## src/sv/four_class_round_robin_queues_macros.svh

```systemverilog
// assertion macros for the round-robin queue block
`ifndef FOUR_CLASS_ROUND_ROBIN_QUEUES_MACROS_SVH
`define FOUR_CLASS_ROUND_ROBIN_QUEUES_MACROS_SVH

// same-cycle implication, checked outside reset
`define FCRR_ASSERT_IMP(lbl, clk, rst, ante, cons) \
   lbl: assert property (@(posedge clk) disable iff (rst) (ante) |-> (cons)) \
      else $error("fcrr same-cycle check failed");

// next-cycle implication, checked outside reset
`define FCRR_ASSERT_NXT(lbl, clk, rst, ante, cons) \
   lbl: assert property (@(posedge clk) disable iff (rst) (ante) |=> (cons)) \
      else $error("fcrr next-cycle check failed");

`endif

```

## src/sv/fcrr_pkg.sv

```systemverilog
`timescale 1ns / 1ps
package fcrr_pkg;
   localparam int CLASS_COUNT     = 4;
   localparam int CLASS_W         = 2;
   localparam int ID_W            = 40;
   localparam int STATUS_W        = 2;
   localparam int QUEUE_DEPTH_DEF = 16;
   localparam int ID_CHARS_DEF    = 5;

   // transaction modes
   localparam logic MODE_ENQ   = 1'b0;
   localparam logic MODE_SERVE = 1'b1;

   // result status codes
   localparam logic [STATUS_W-1:0] STAT_ENQ    = 2'd0;
   localparam logic [STATUS_W-1:0] STAT_DROP   = 2'd1;
   localparam logic [STATUS_W-1:0] STAT_SERVED = 2'd2;
   localparam logic [STATUS_W-1:0] STAT_EMPTY  = 2'd3;

   // decision handed from the scheduler to the datapath
   typedef struct packed {
      logic                wr_en;
      logic                rd_en;
      logic [STATUS_W-1:0] status;
      logic [CLASS_W-1:0]  cls;
   } fcrr_dec_type;
endpackage

```

## src/sv/fcrr_ram.sv

```systemverilog
`timescale 1ns / 1ps
module fcrr_ram #(
   parameter int WIDTH = 8,
   parameter int DEPTH = 16,
   localparam int ADDR_W = (DEPTH > 1) ? $clog2(DEPTH) : 1
) (
   input  logic              clock,
   input  logic              wr_en,
   input  logic              rd_en,
   input  logic [ADDR_W-1:0] addr,
   input  logic [WIDTH-1:0]  wr_data,
   output logic [WIDTH-1:0]  rd_data
);
   logic [WIDTH-1:0] mem_ff [DEPTH];
   logic [WIDTH-1:0] rd_data_ff;

   // single port, registered read
   always_ff @(posedge clock) begin
      if (wr_en) begin
         mem_ff[addr] <= wr_data;
      end
      if (rd_en) begin
         rd_data_ff <= mem_ff[addr];
      end
   end

   assign rd_data = rd_data_ff;
endmodule

```

## src/sv/fcrr_sched.sv

```systemverilog
`timescale 1ns / 1ps
module fcrr_sched #(
   parameter int QUEUE_DEPTH = fcrr_pkg::QUEUE_DEPTH_DEF,
   localparam int SLOT_W = $clog2(QUEUE_DEPTH),
   localparam int CNT_W  = $clog2(QUEUE_DEPTH + 1)
) (
   input  logic                         clock,
   input  logic                         reset,
   input  logic                         go,
   input  logic                         mode,
   input  logic [fcrr_pkg::CLASS_W-1:0] queue_class,
   output fcrr_pkg::fcrr_dec_type       dec,
   output logic [SLOT_W-1:0]            slot
);
   localparam int NCLS = fcrr_pkg::CLASS_COUNT;

   logic [SLOT_W-1:0]            head_ff [NCLS];
   logic [SLOT_W-1:0]            head_in [NCLS];
   logic [SLOT_W-1:0]            tail_ff [NCLS];
   logic [SLOT_W-1:0]            tail_in [NCLS];
   logic [CNT_W-1:0]             fill_ff [NCLS];
   logic [CNT_W-1:0]             fill_in [NCLS];
   logic [fcrr_pkg::CLASS_W-1:0] ptr_ff;
   logic [fcrr_pkg::CLASS_W-1:0] ptr_in;
   logic [fcrr_pkg::CLASS_W-1:0] sel;
   logic                         found;
   logic                         full;

   // cyclic search for the first non-empty class from the service pointer
   always_comb begin
      logic [fcrr_pkg::CLASS_W-1:0] c;
      found = 1'b0;
      sel   = ptr_ff;
      c     = ptr_ff;
      for (int k = 0; k < NCLS; k++) begin
         c = ptr_ff + fcrr_pkg::CLASS_W'(k);
         if (!found && (fill_ff[c] != '0)) begin
            found = 1'b1;
            sel   = c;
         end
      end
   end

   assign full = (fill_ff[queue_class] == CNT_W'(QUEUE_DEPTH));

   // decision for the transaction at the port
   always_comb begin
      if (mode == fcrr_pkg::MODE_ENQ) begin
         dec.cls    = queue_class;
         dec.wr_en  = go && !full;
         dec.rd_en  = 1'b0;
         dec.status = full ? fcrr_pkg::STAT_DROP : fcrr_pkg::STAT_ENQ;
         slot       = tail_ff[queue_class];
      end else begin
         dec.cls    = sel;
         dec.wr_en  = 1'b0;
         dec.rd_en  = go && found;
         dec.status = found ? fcrr_pkg::STAT_SERVED : fcrr_pkg::STAT_EMPTY;
         slot       = head_ff[sel];
      end
   end

   // pointer and count updates, index wraps at the queue depth
   always_comb begin
      for (int i = 0; i < NCLS; i++) begin
         head_in[i] = head_ff[i];
         tail_in[i] = tail_ff[i];
         fill_in[i] = fill_ff[i];
      end
      ptr_in = ptr_ff;
      if (dec.wr_en) begin
         tail_in[dec.cls] = (tail_ff[dec.cls] == SLOT_W'(QUEUE_DEPTH - 1)) ? '0
                            : tail_ff[dec.cls] + SLOT_W'(1);
         fill_in[dec.cls] = fill_ff[dec.cls] + CNT_W'(1);
      end
      if (dec.rd_en) begin
         head_in[dec.cls] = (head_ff[dec.cls] == SLOT_W'(QUEUE_DEPTH - 1)) ? '0
                            : head_ff[dec.cls] + SLOT_W'(1);
         fill_in[dec.cls] = fill_ff[dec.cls] - CNT_W'(1);
         ptr_in           = dec.cls + fcrr_pkg::CLASS_W'(1);
      end
   end

   always_ff @(posedge clock) begin
      if (reset) begin
         for (int i = 0; i < NCLS; i++) begin
            head_ff[i] <= '0;
            tail_ff[i] <= '0;
            fill_ff[i] <= '0;
         end
         ptr_ff <= '0;
      end else begin
         for (int i = 0; i < NCLS; i++) begin
            head_ff[i] <= head_in[i];
            tail_ff[i] <= tail_in[i];
            fill_ff[i] <= fill_in[i];
         end
         ptr_ff <= ptr_in;
      end
   end
endmodule

```

## src/sv/four_class_round_robin_queues.sv

```systemverilog
`timescale 1ns / 1ps
// channel | direction | ports
// req     | in        | req_valid req_ready req_mode req_queue_class req_item_id
// rsp     | out       | rsp_valid rsp_ready rsp_status rsp_served_id rsp_served_class
//
// each transaction is decided and accesses the entry memory, then its result
// is registered from the memory's registered read port.
// a new request is taken only when none is pending and the result register is free or being drained.
// reset clears pointers, counts and valid flags; entries need no clearing.
// a stalled result holds in the output register and blocks new requests.
`include "four_class_round_robin_queues_macros.svh"
module four_class_round_robin_queues #(
   parameter int QUEUE_DEPTH = fcrr_pkg::QUEUE_DEPTH_DEF,
   parameter int ID_CHARS    = fcrr_pkg::ID_CHARS_DEF
) (
   input  logic                          clock,
   input  logic                          reset,
   input  logic                          req_valid,
   output logic                          req_ready,
   input  logic                          req_mode,
   input  logic [fcrr_pkg::CLASS_W-1:0]  req_queue_class,
   input  logic [fcrr_pkg::ID_W-1:0]     req_item_id,
   output logic                          rsp_valid,
   input  logic                          rsp_ready,
   output logic [fcrr_pkg::STATUS_W-1:0] rsp_status,
   output logic [fcrr_pkg::ID_W-1:0]     rsp_served_id,
   output logic [fcrr_pkg::CLASS_W-1:0]  rsp_served_class
);
   localparam int SLOT_W  = $clog2(QUEUE_DEPTH);
   localparam int ADDR_W  = fcrr_pkg::CLASS_W + SLOT_W;
   localparam int STORE_W = (8 * ID_CHARS < fcrr_pkg::ID_W) ? 8 * ID_CHARS : fcrr_pkg::ID_W;

   logic                          go;
   fcrr_pkg::fcrr_dec_type        dec;
   logic [SLOT_W-1:0]             slot;
   logic [STORE_W-1:0]            rd_data;
   logic                          pend_ff;
   logic                          pend_in;
   fcrr_pkg::fcrr_dec_type        pend_dec_ff;
   logic                          rsp_valid_ff;
   logic                          rsp_valid_in;
   logic [fcrr_pkg::STATUS_W-1:0] rsp_status_ff;
   logic [fcrr_pkg::STATUS_W-1:0] rsp_status_in;
   logic [fcrr_pkg::ID_W-1:0]     rsp_id_ff;
   logic [fcrr_pkg::ID_W-1:0]     rsp_id_in;
   logic [fcrr_pkg::CLASS_W-1:0]  rsp_class_ff;
   logic [fcrr_pkg::CLASS_W-1:0]  rsp_class_in;
   logic                          served;

   // request handshake
   assign req_ready = !pend_ff && (!rsp_valid_ff || rsp_ready);
   assign go        = req_valid && req_ready;

   fcrr_sched #(
      .QUEUE_DEPTH (QUEUE_DEPTH)
   ) u_sched (
      .clock       (clock),
      .reset       (reset),
      .go          (go),
      .mode        (req_mode),
      .queue_class (req_queue_class),
      .dec         (dec),
      .slot        (slot)
   );

   // entry memory addressed by class and slot
   fcrr_ram #(
      .WIDTH (STORE_W),
      .DEPTH (fcrr_pkg::CLASS_COUNT << SLOT_W)
   ) u_entries (
      .clock   (clock),
      .wr_en   (dec.wr_en),
      .rd_en   (dec.rd_en),
      .addr    (ADDR_W'({dec.cls, slot})),
      .wr_data (req_item_id[STORE_W-1:0]),
      .rd_data (rd_data)
   );

   // result assembly once the memory read lands
   assign served = (pend_dec_ff.status == fcrr_pkg::STAT_SERVED);

   always_comb begin
      pend_in       = go;
      rsp_valid_in  = rsp_valid_ff && !rsp_ready;
      rsp_status_in = rsp_status_ff;
      rsp_id_in     = rsp_id_ff;
      rsp_class_in  = rsp_class_ff;
      if (pend_ff) begin
         rsp_valid_in  = 1'b1;
         rsp_status_in = pend_dec_ff.status;
         rsp_id_in     = served ? fcrr_pkg::ID_W'(rd_data) : '0;
         rsp_class_in  = served ? pend_dec_ff.cls : '0;
      end
   end

   always_ff @(posedge clock) begin
      if (reset) begin
         pend_ff      <= 1'b0;
         rsp_valid_ff <= 1'b0;
      end else begin
         pend_ff      <= pend_in;
         rsp_valid_ff <= rsp_valid_in;
      end
   end

   always_ff @(posedge clock) begin
      if (go) begin
         pend_dec_ff <= dec;
      end
      rsp_status_ff <= rsp_status_in;
      rsp_id_ff     <= rsp_id_in;
      rsp_class_ff  <= rsp_class_in;
   end

   assign rsp_valid        = rsp_valid_ff;
   assign rsp_status       = rsp_status_ff;
   assign rsp_served_id    = rsp_id_ff;
   assign rsp_served_class = rsp_class_ff;

   // checks
   `FCRR_ASSERT_NXT(a_go_pends, clock, reset, go, pend_ff)
   `FCRR_ASSERT_NXT(a_pend_fills, clock, reset, pend_ff, rsp_valid_ff && !pend_ff)
   `FCRR_ASSERT_IMP(a_pend_blocks, clock, reset, pend_ff, !req_ready)
   `FCRR_ASSERT_IMP(a_id_zero, clock, reset,
      rsp_valid_ff && (rsp_status_ff != fcrr_pkg::STAT_SERVED),
      (rsp_id_ff == '0) && (rsp_class_ff == '0))
endmodule
```

## config.mk

```make
export PLATFORM = sky130hd
export DESIGN_NAME = four_class_round_robin_queues
export DESIGN_NICKNAME = d
export VERILOG_FILES = /design/src/sv/fcrr_pkg.sv /design/src/sv/fcrr_ram.sv /design/src/sv/fcrr_sched.sv /design/src/sv/four_class_round_robin_queues.sv
export VERILOG_INCLUDE_DIRS = /design/src /design/src/sv
export SDC_FILE = /design/constraint.sdc
export NUM_CORES = 2
export LEC_CHECK = 0
export BUFFER_PORTS_ARGS = -buffer_cell sky130_fd_sc_hd__buf_2
export CAP_MARGIN = 15
export CELL_PAD_IN_SITES_DETAIL_PLACEMENT = 1
export CELL_PAD_IN_SITES_GLOBAL_PLACEMENT = 2
export CORE_UTILIZATION = 40
export CTS_BUF_LIST = sky130_fd_sc_hd__clkbuf_16
export CTS_CLUSTER_DIAMETER = 120
export DETAILED_ROUTE_END_ITERATION = 7
export GPL_ROUTABILITY_DRIVEN = 0
export PLACE_DENSITY_LB_ADDON = 0.2
export SETUP_SLACK_MARGIN = 0.2
export SYNTH_ARGS = -nofsm -noshare
export SYNTH_HDL_FRONTEND = slang
export SYNTH_HIERARCHICAL = 1
export SYNTH_SLANG_ARGS = --single-unit
```

## constraint.sdc

```tcl
create_clock -name clock -period 5.9 [get_ports clock]
set_input_delay 0.59 -clock clock [delete_from_list [all_inputs] [get_ports clock]]
set_output_delay 0.59 -clock clock [all_outputs]
set_load 0.03 [all_outputs]
```

==> run metrics <==
run status=finished, final reports clean; main flop type after synthesis=edfxtp_1; class of the worst hold path=primary input to flip-flop; number of nets in the layout=6,335; Synth async-reset ratio=0; Starting Density=0.404; Mapped Nets=5,873; clk slew on worst S/H paths=about 0.06 ns; GRT Total Usage=0.265; RSZ-0062 raised after global routing=no; Area after DPL=0.114 mm²; fin util=0.475; fmax=181 MHz; Synth Area per Inst=18.1 µm²; filler instances=24,234; cell taking the most area after synthesis=edfxtp_1; proportion of synthesized chip area in sequential cells=0.767; synthesized flop and latch total=2,706; Die Height=about 500 µm; first-pass GRT wire length=492,000 µm; HPWL Detailed=211,000 µm; Top-Level Pins=93; Yosys cell types=a little over 90; CTS sink count=2,706; Sw Pwr=17.7 mW; Mapped Cells=5,820; final hold vios=0; Setup TNS=0 ns; Yosys warnings=6; share of post-route cells with drive strength above 1=0.224; Hold Slack=0.0344 ns; Max FO, Critical Path=26; CTS max path bufs=4; number of CTS-inserted buffers=308; DR DRC count=0; hold depth=1; routed vias/inst=6.13; DRT iter0 DRCs=a little under 7,000; Worst Path Arrival=6.18 ns; Critical Path Source Type=flip-flop; max_cap viols=0; Post-synth EDFFs=between 2,000 and 3,000; critical path type=flip-flop to flip-flop; Design Power=55.7 mW; largest net degree at the start of global routing=75; crit end category=flip-flop; CTS tree=yes; Layout area overhead=17.8%; Cell Area, Synth=between 0.1 and 0.15 mm²; Total Wirelength=355,000 µm; vias=61,360; Core ar.=0.261 mm²; Setup-failing EPs final=0; P_leak=about 39 nW; Sequential Power Share=0.398; Cell Count, Final, Fillers Out=~10,000; worst r2r path cells=16; Finished Cell Area=approximately 0.12 mm²; switching portion of total power=0.317; Yosys top cell area share=0.756; Int Power=38.0 mW; clock share of power=0.334; antenna violations before repair=22; Logic pwr share=0.268; maximum vdd drop=397 µV; Clk Latency, worst-skew pair=0.96 ns; PwrDens=449 mW/mm²; die area=0.265 mm²; dpl cells=9,455; I/O Buffers=between 90 and 100; Final Cycle Share=0.936; CP required=6.55 ns; crit path time final=5.53 ns; drt pass-1 iters=6; PnR worst setup slack=0.375 ns; Chip Width=515 µm; Worst slew margin=0.225; pre-CTS WS=roughly 0.034 ns; number of global-route vias before repair=61,769; Slew @ Worst Pin=1.15 ns; Synth area leaders=edfxtp_1, mux2i_1, mux2_2, a221oi_1, a22oi_1; H-tree levels=5; Final Max Tran Viols=0; clock skew=about 0.073 ns; grt total ovfl=0; per-cell routed wire length=35.5 µm; Root Buffer=clkbuf_16; Rows=about 190; number of routed nets with antenna violations=0
cell families after synthesis:
kind of cell,after synthesis,share of synthesized area
flip-flops,2706,0.767
XOR/XNOR,10,0.00105
AND/OR/NAND/NOR,501,0.0248
adder cells (fa/ha/maj),6,0.000714
buffers and inverters,435,0.0210
multiplexers,849,0.0905
AO/OA/AOI/OAI,1313,0.0950
final timing paths:
| check | startpoint | end | slack (ns) |
|---|---|---|---|
| worst min register to register | pend_dec_ff[3] | rsp_status[1] | 0.45 |
| worst max register to register | u_sched/fill_ff[1][1] | u_entries/rd_data[28] | 0.37 |
| worst min-delay path | req_item_id[6] | u_entries/mem_ff[44][6] | 0.03 |
| worst max-delay path | u_sched/fill_ff[1][1] | u_entries/rd_data[28] | 0.37 |
worst max-delay path, cell delays in order (launching register included):
cell and delay [ns]:
dfxtp_1 0.34, or4_4 0.59, o221ai_2 0.27, nand2_1 0.14, or4_4 0.60, xor2_4 0.22, buf_4 0.16, mux4_2 0.49
nand2_1 0.14, nand2_4 0.15, buf_12 0.20, inv_6 0.29, buf_12 0.30, buf_4 0.29, mux2i_1 0.21, o211ai_1 0.28
or4_1 0.52
area by class of cell:
class                           count  area (µm²)  area share
Antenna cell                        9        22.5    0.000182
Clock buffer                      315        7880      0.0636
Clock inverter                    214        1780      0.0144
Inverter                           23         110    0.000889
Multi-Input combinational cell   2679       23000       0.186
Sequential cell                  2706       80700       0.651
Tap cell                         3496        4370      0.0353
Timing Repair Buffer              564        6050      0.0488
timing repair:
| action | in CTS | in global routing |
|---|---|---|
| gates cloned | 0 | 2 |
| hold buffers | 1 | 1 |
| endpoints found under the setup margin | 14 | 8 |
| setup buffers | 1 | 0 |
| hold endpoints to repair | 1 | 7 |
| resized for setup | 5 | 6 |
power groups by stage:
stage / clock, mW / sequential [mW] / combinational [mW]
2_1_floorplan: 0 / 22.4 / 7.96
3_5_place_dp: 0 / 22.6 / 14.7
5_1_grt: 19.5 / 22.2 / 15.5
4_1_cts: 18.9 / 22.2 / 14.8
6_report: 18.6 / 22.2 / 14.9
3_3_place_gp: 0 / 22.6 / 14.6
layout by cell type (no fill, tap or decap), types with 35 or more instances in the layout:
cell type and count:
buf_4 307, clkbuf_16 316, inv_1 68, dfxtp_1 57, a31o_2 54, mux2_2 171
a21oi_1 136, mux4_2 61, nor2_1 78, nand4_1 40, o2bb2ai_1 36, mux2i_1 614
a211oi_1 128, a221o_1 77, o21ai_0 66, a22oi_1 197, a22o_1 38, clkinv_2 55
a221oi_1 190, buf_2 92, o22ai_1 205, nand2_1 79, edfxtp_1 2648, buf_12 158
o22a_1 35, clkinv_1 60, nor2_4 68
per-layer routing:
metal / GRT usage / part of all wire / vias to the layer above
met5: 0 / 0.000076 / -
met4: 0.0712 / 0.028 / 4
met3: 0.0336 / 0.064 / 498
met1: 0.373 / 0.43 / 33390
li1: - / - / 25075
met2: 0.431 / 0.48 / 2393
synthesized netlist by cell type, types with 6 or more instances:
cell,number
buf_4,51
buf_2,118
buf_6,28
o2bb2ai_1,36
mux2_2,171
o22a_1,35
a22o_1,38
nor2b_1,12
or4_1,19
a21o_1,18
nand4_1,40
mux2i_1,614
nor2_1,148
a21oi_1,136
and2_2,29
o221ai_1,11
a222oi_1,19
nand3_1,37
o221a_2,21
nor4_1,9
and2_1,26
a221o_1,77
a211oi_1,129
clkbuf_1,177
and3_1,27
a31o_2,54
mux4_2,61
nand2b_1,12
dfxtp_1,58
o22ai_1,206
buf_1,36
nor3_1,26
a22oi_1,197
a221oi_1,190
inv_1,19
o211ai_1,24
ha_1,6
edfxtp_1,2648
o21ai_0,67
nand2_1,85
a32oi_1,7
flip-flops by register name, summed over array words and instances (netlist names), named ones only:
register / count
pend_dec_ff: 4
pend_ff: 1
rsp_served_class: 2
rsp_served_id: 40
rsp_status: 2
rsp_valid: 1
u_entries/mem_ff: 2560
u_entries/rd_data: 40
u_sched/fill_ff: 20
u_sched/head_ff: 16
u_sched/ptr_ff: 2
u_sched/tail_ff: 16
(Power assumes the default switching activity.)
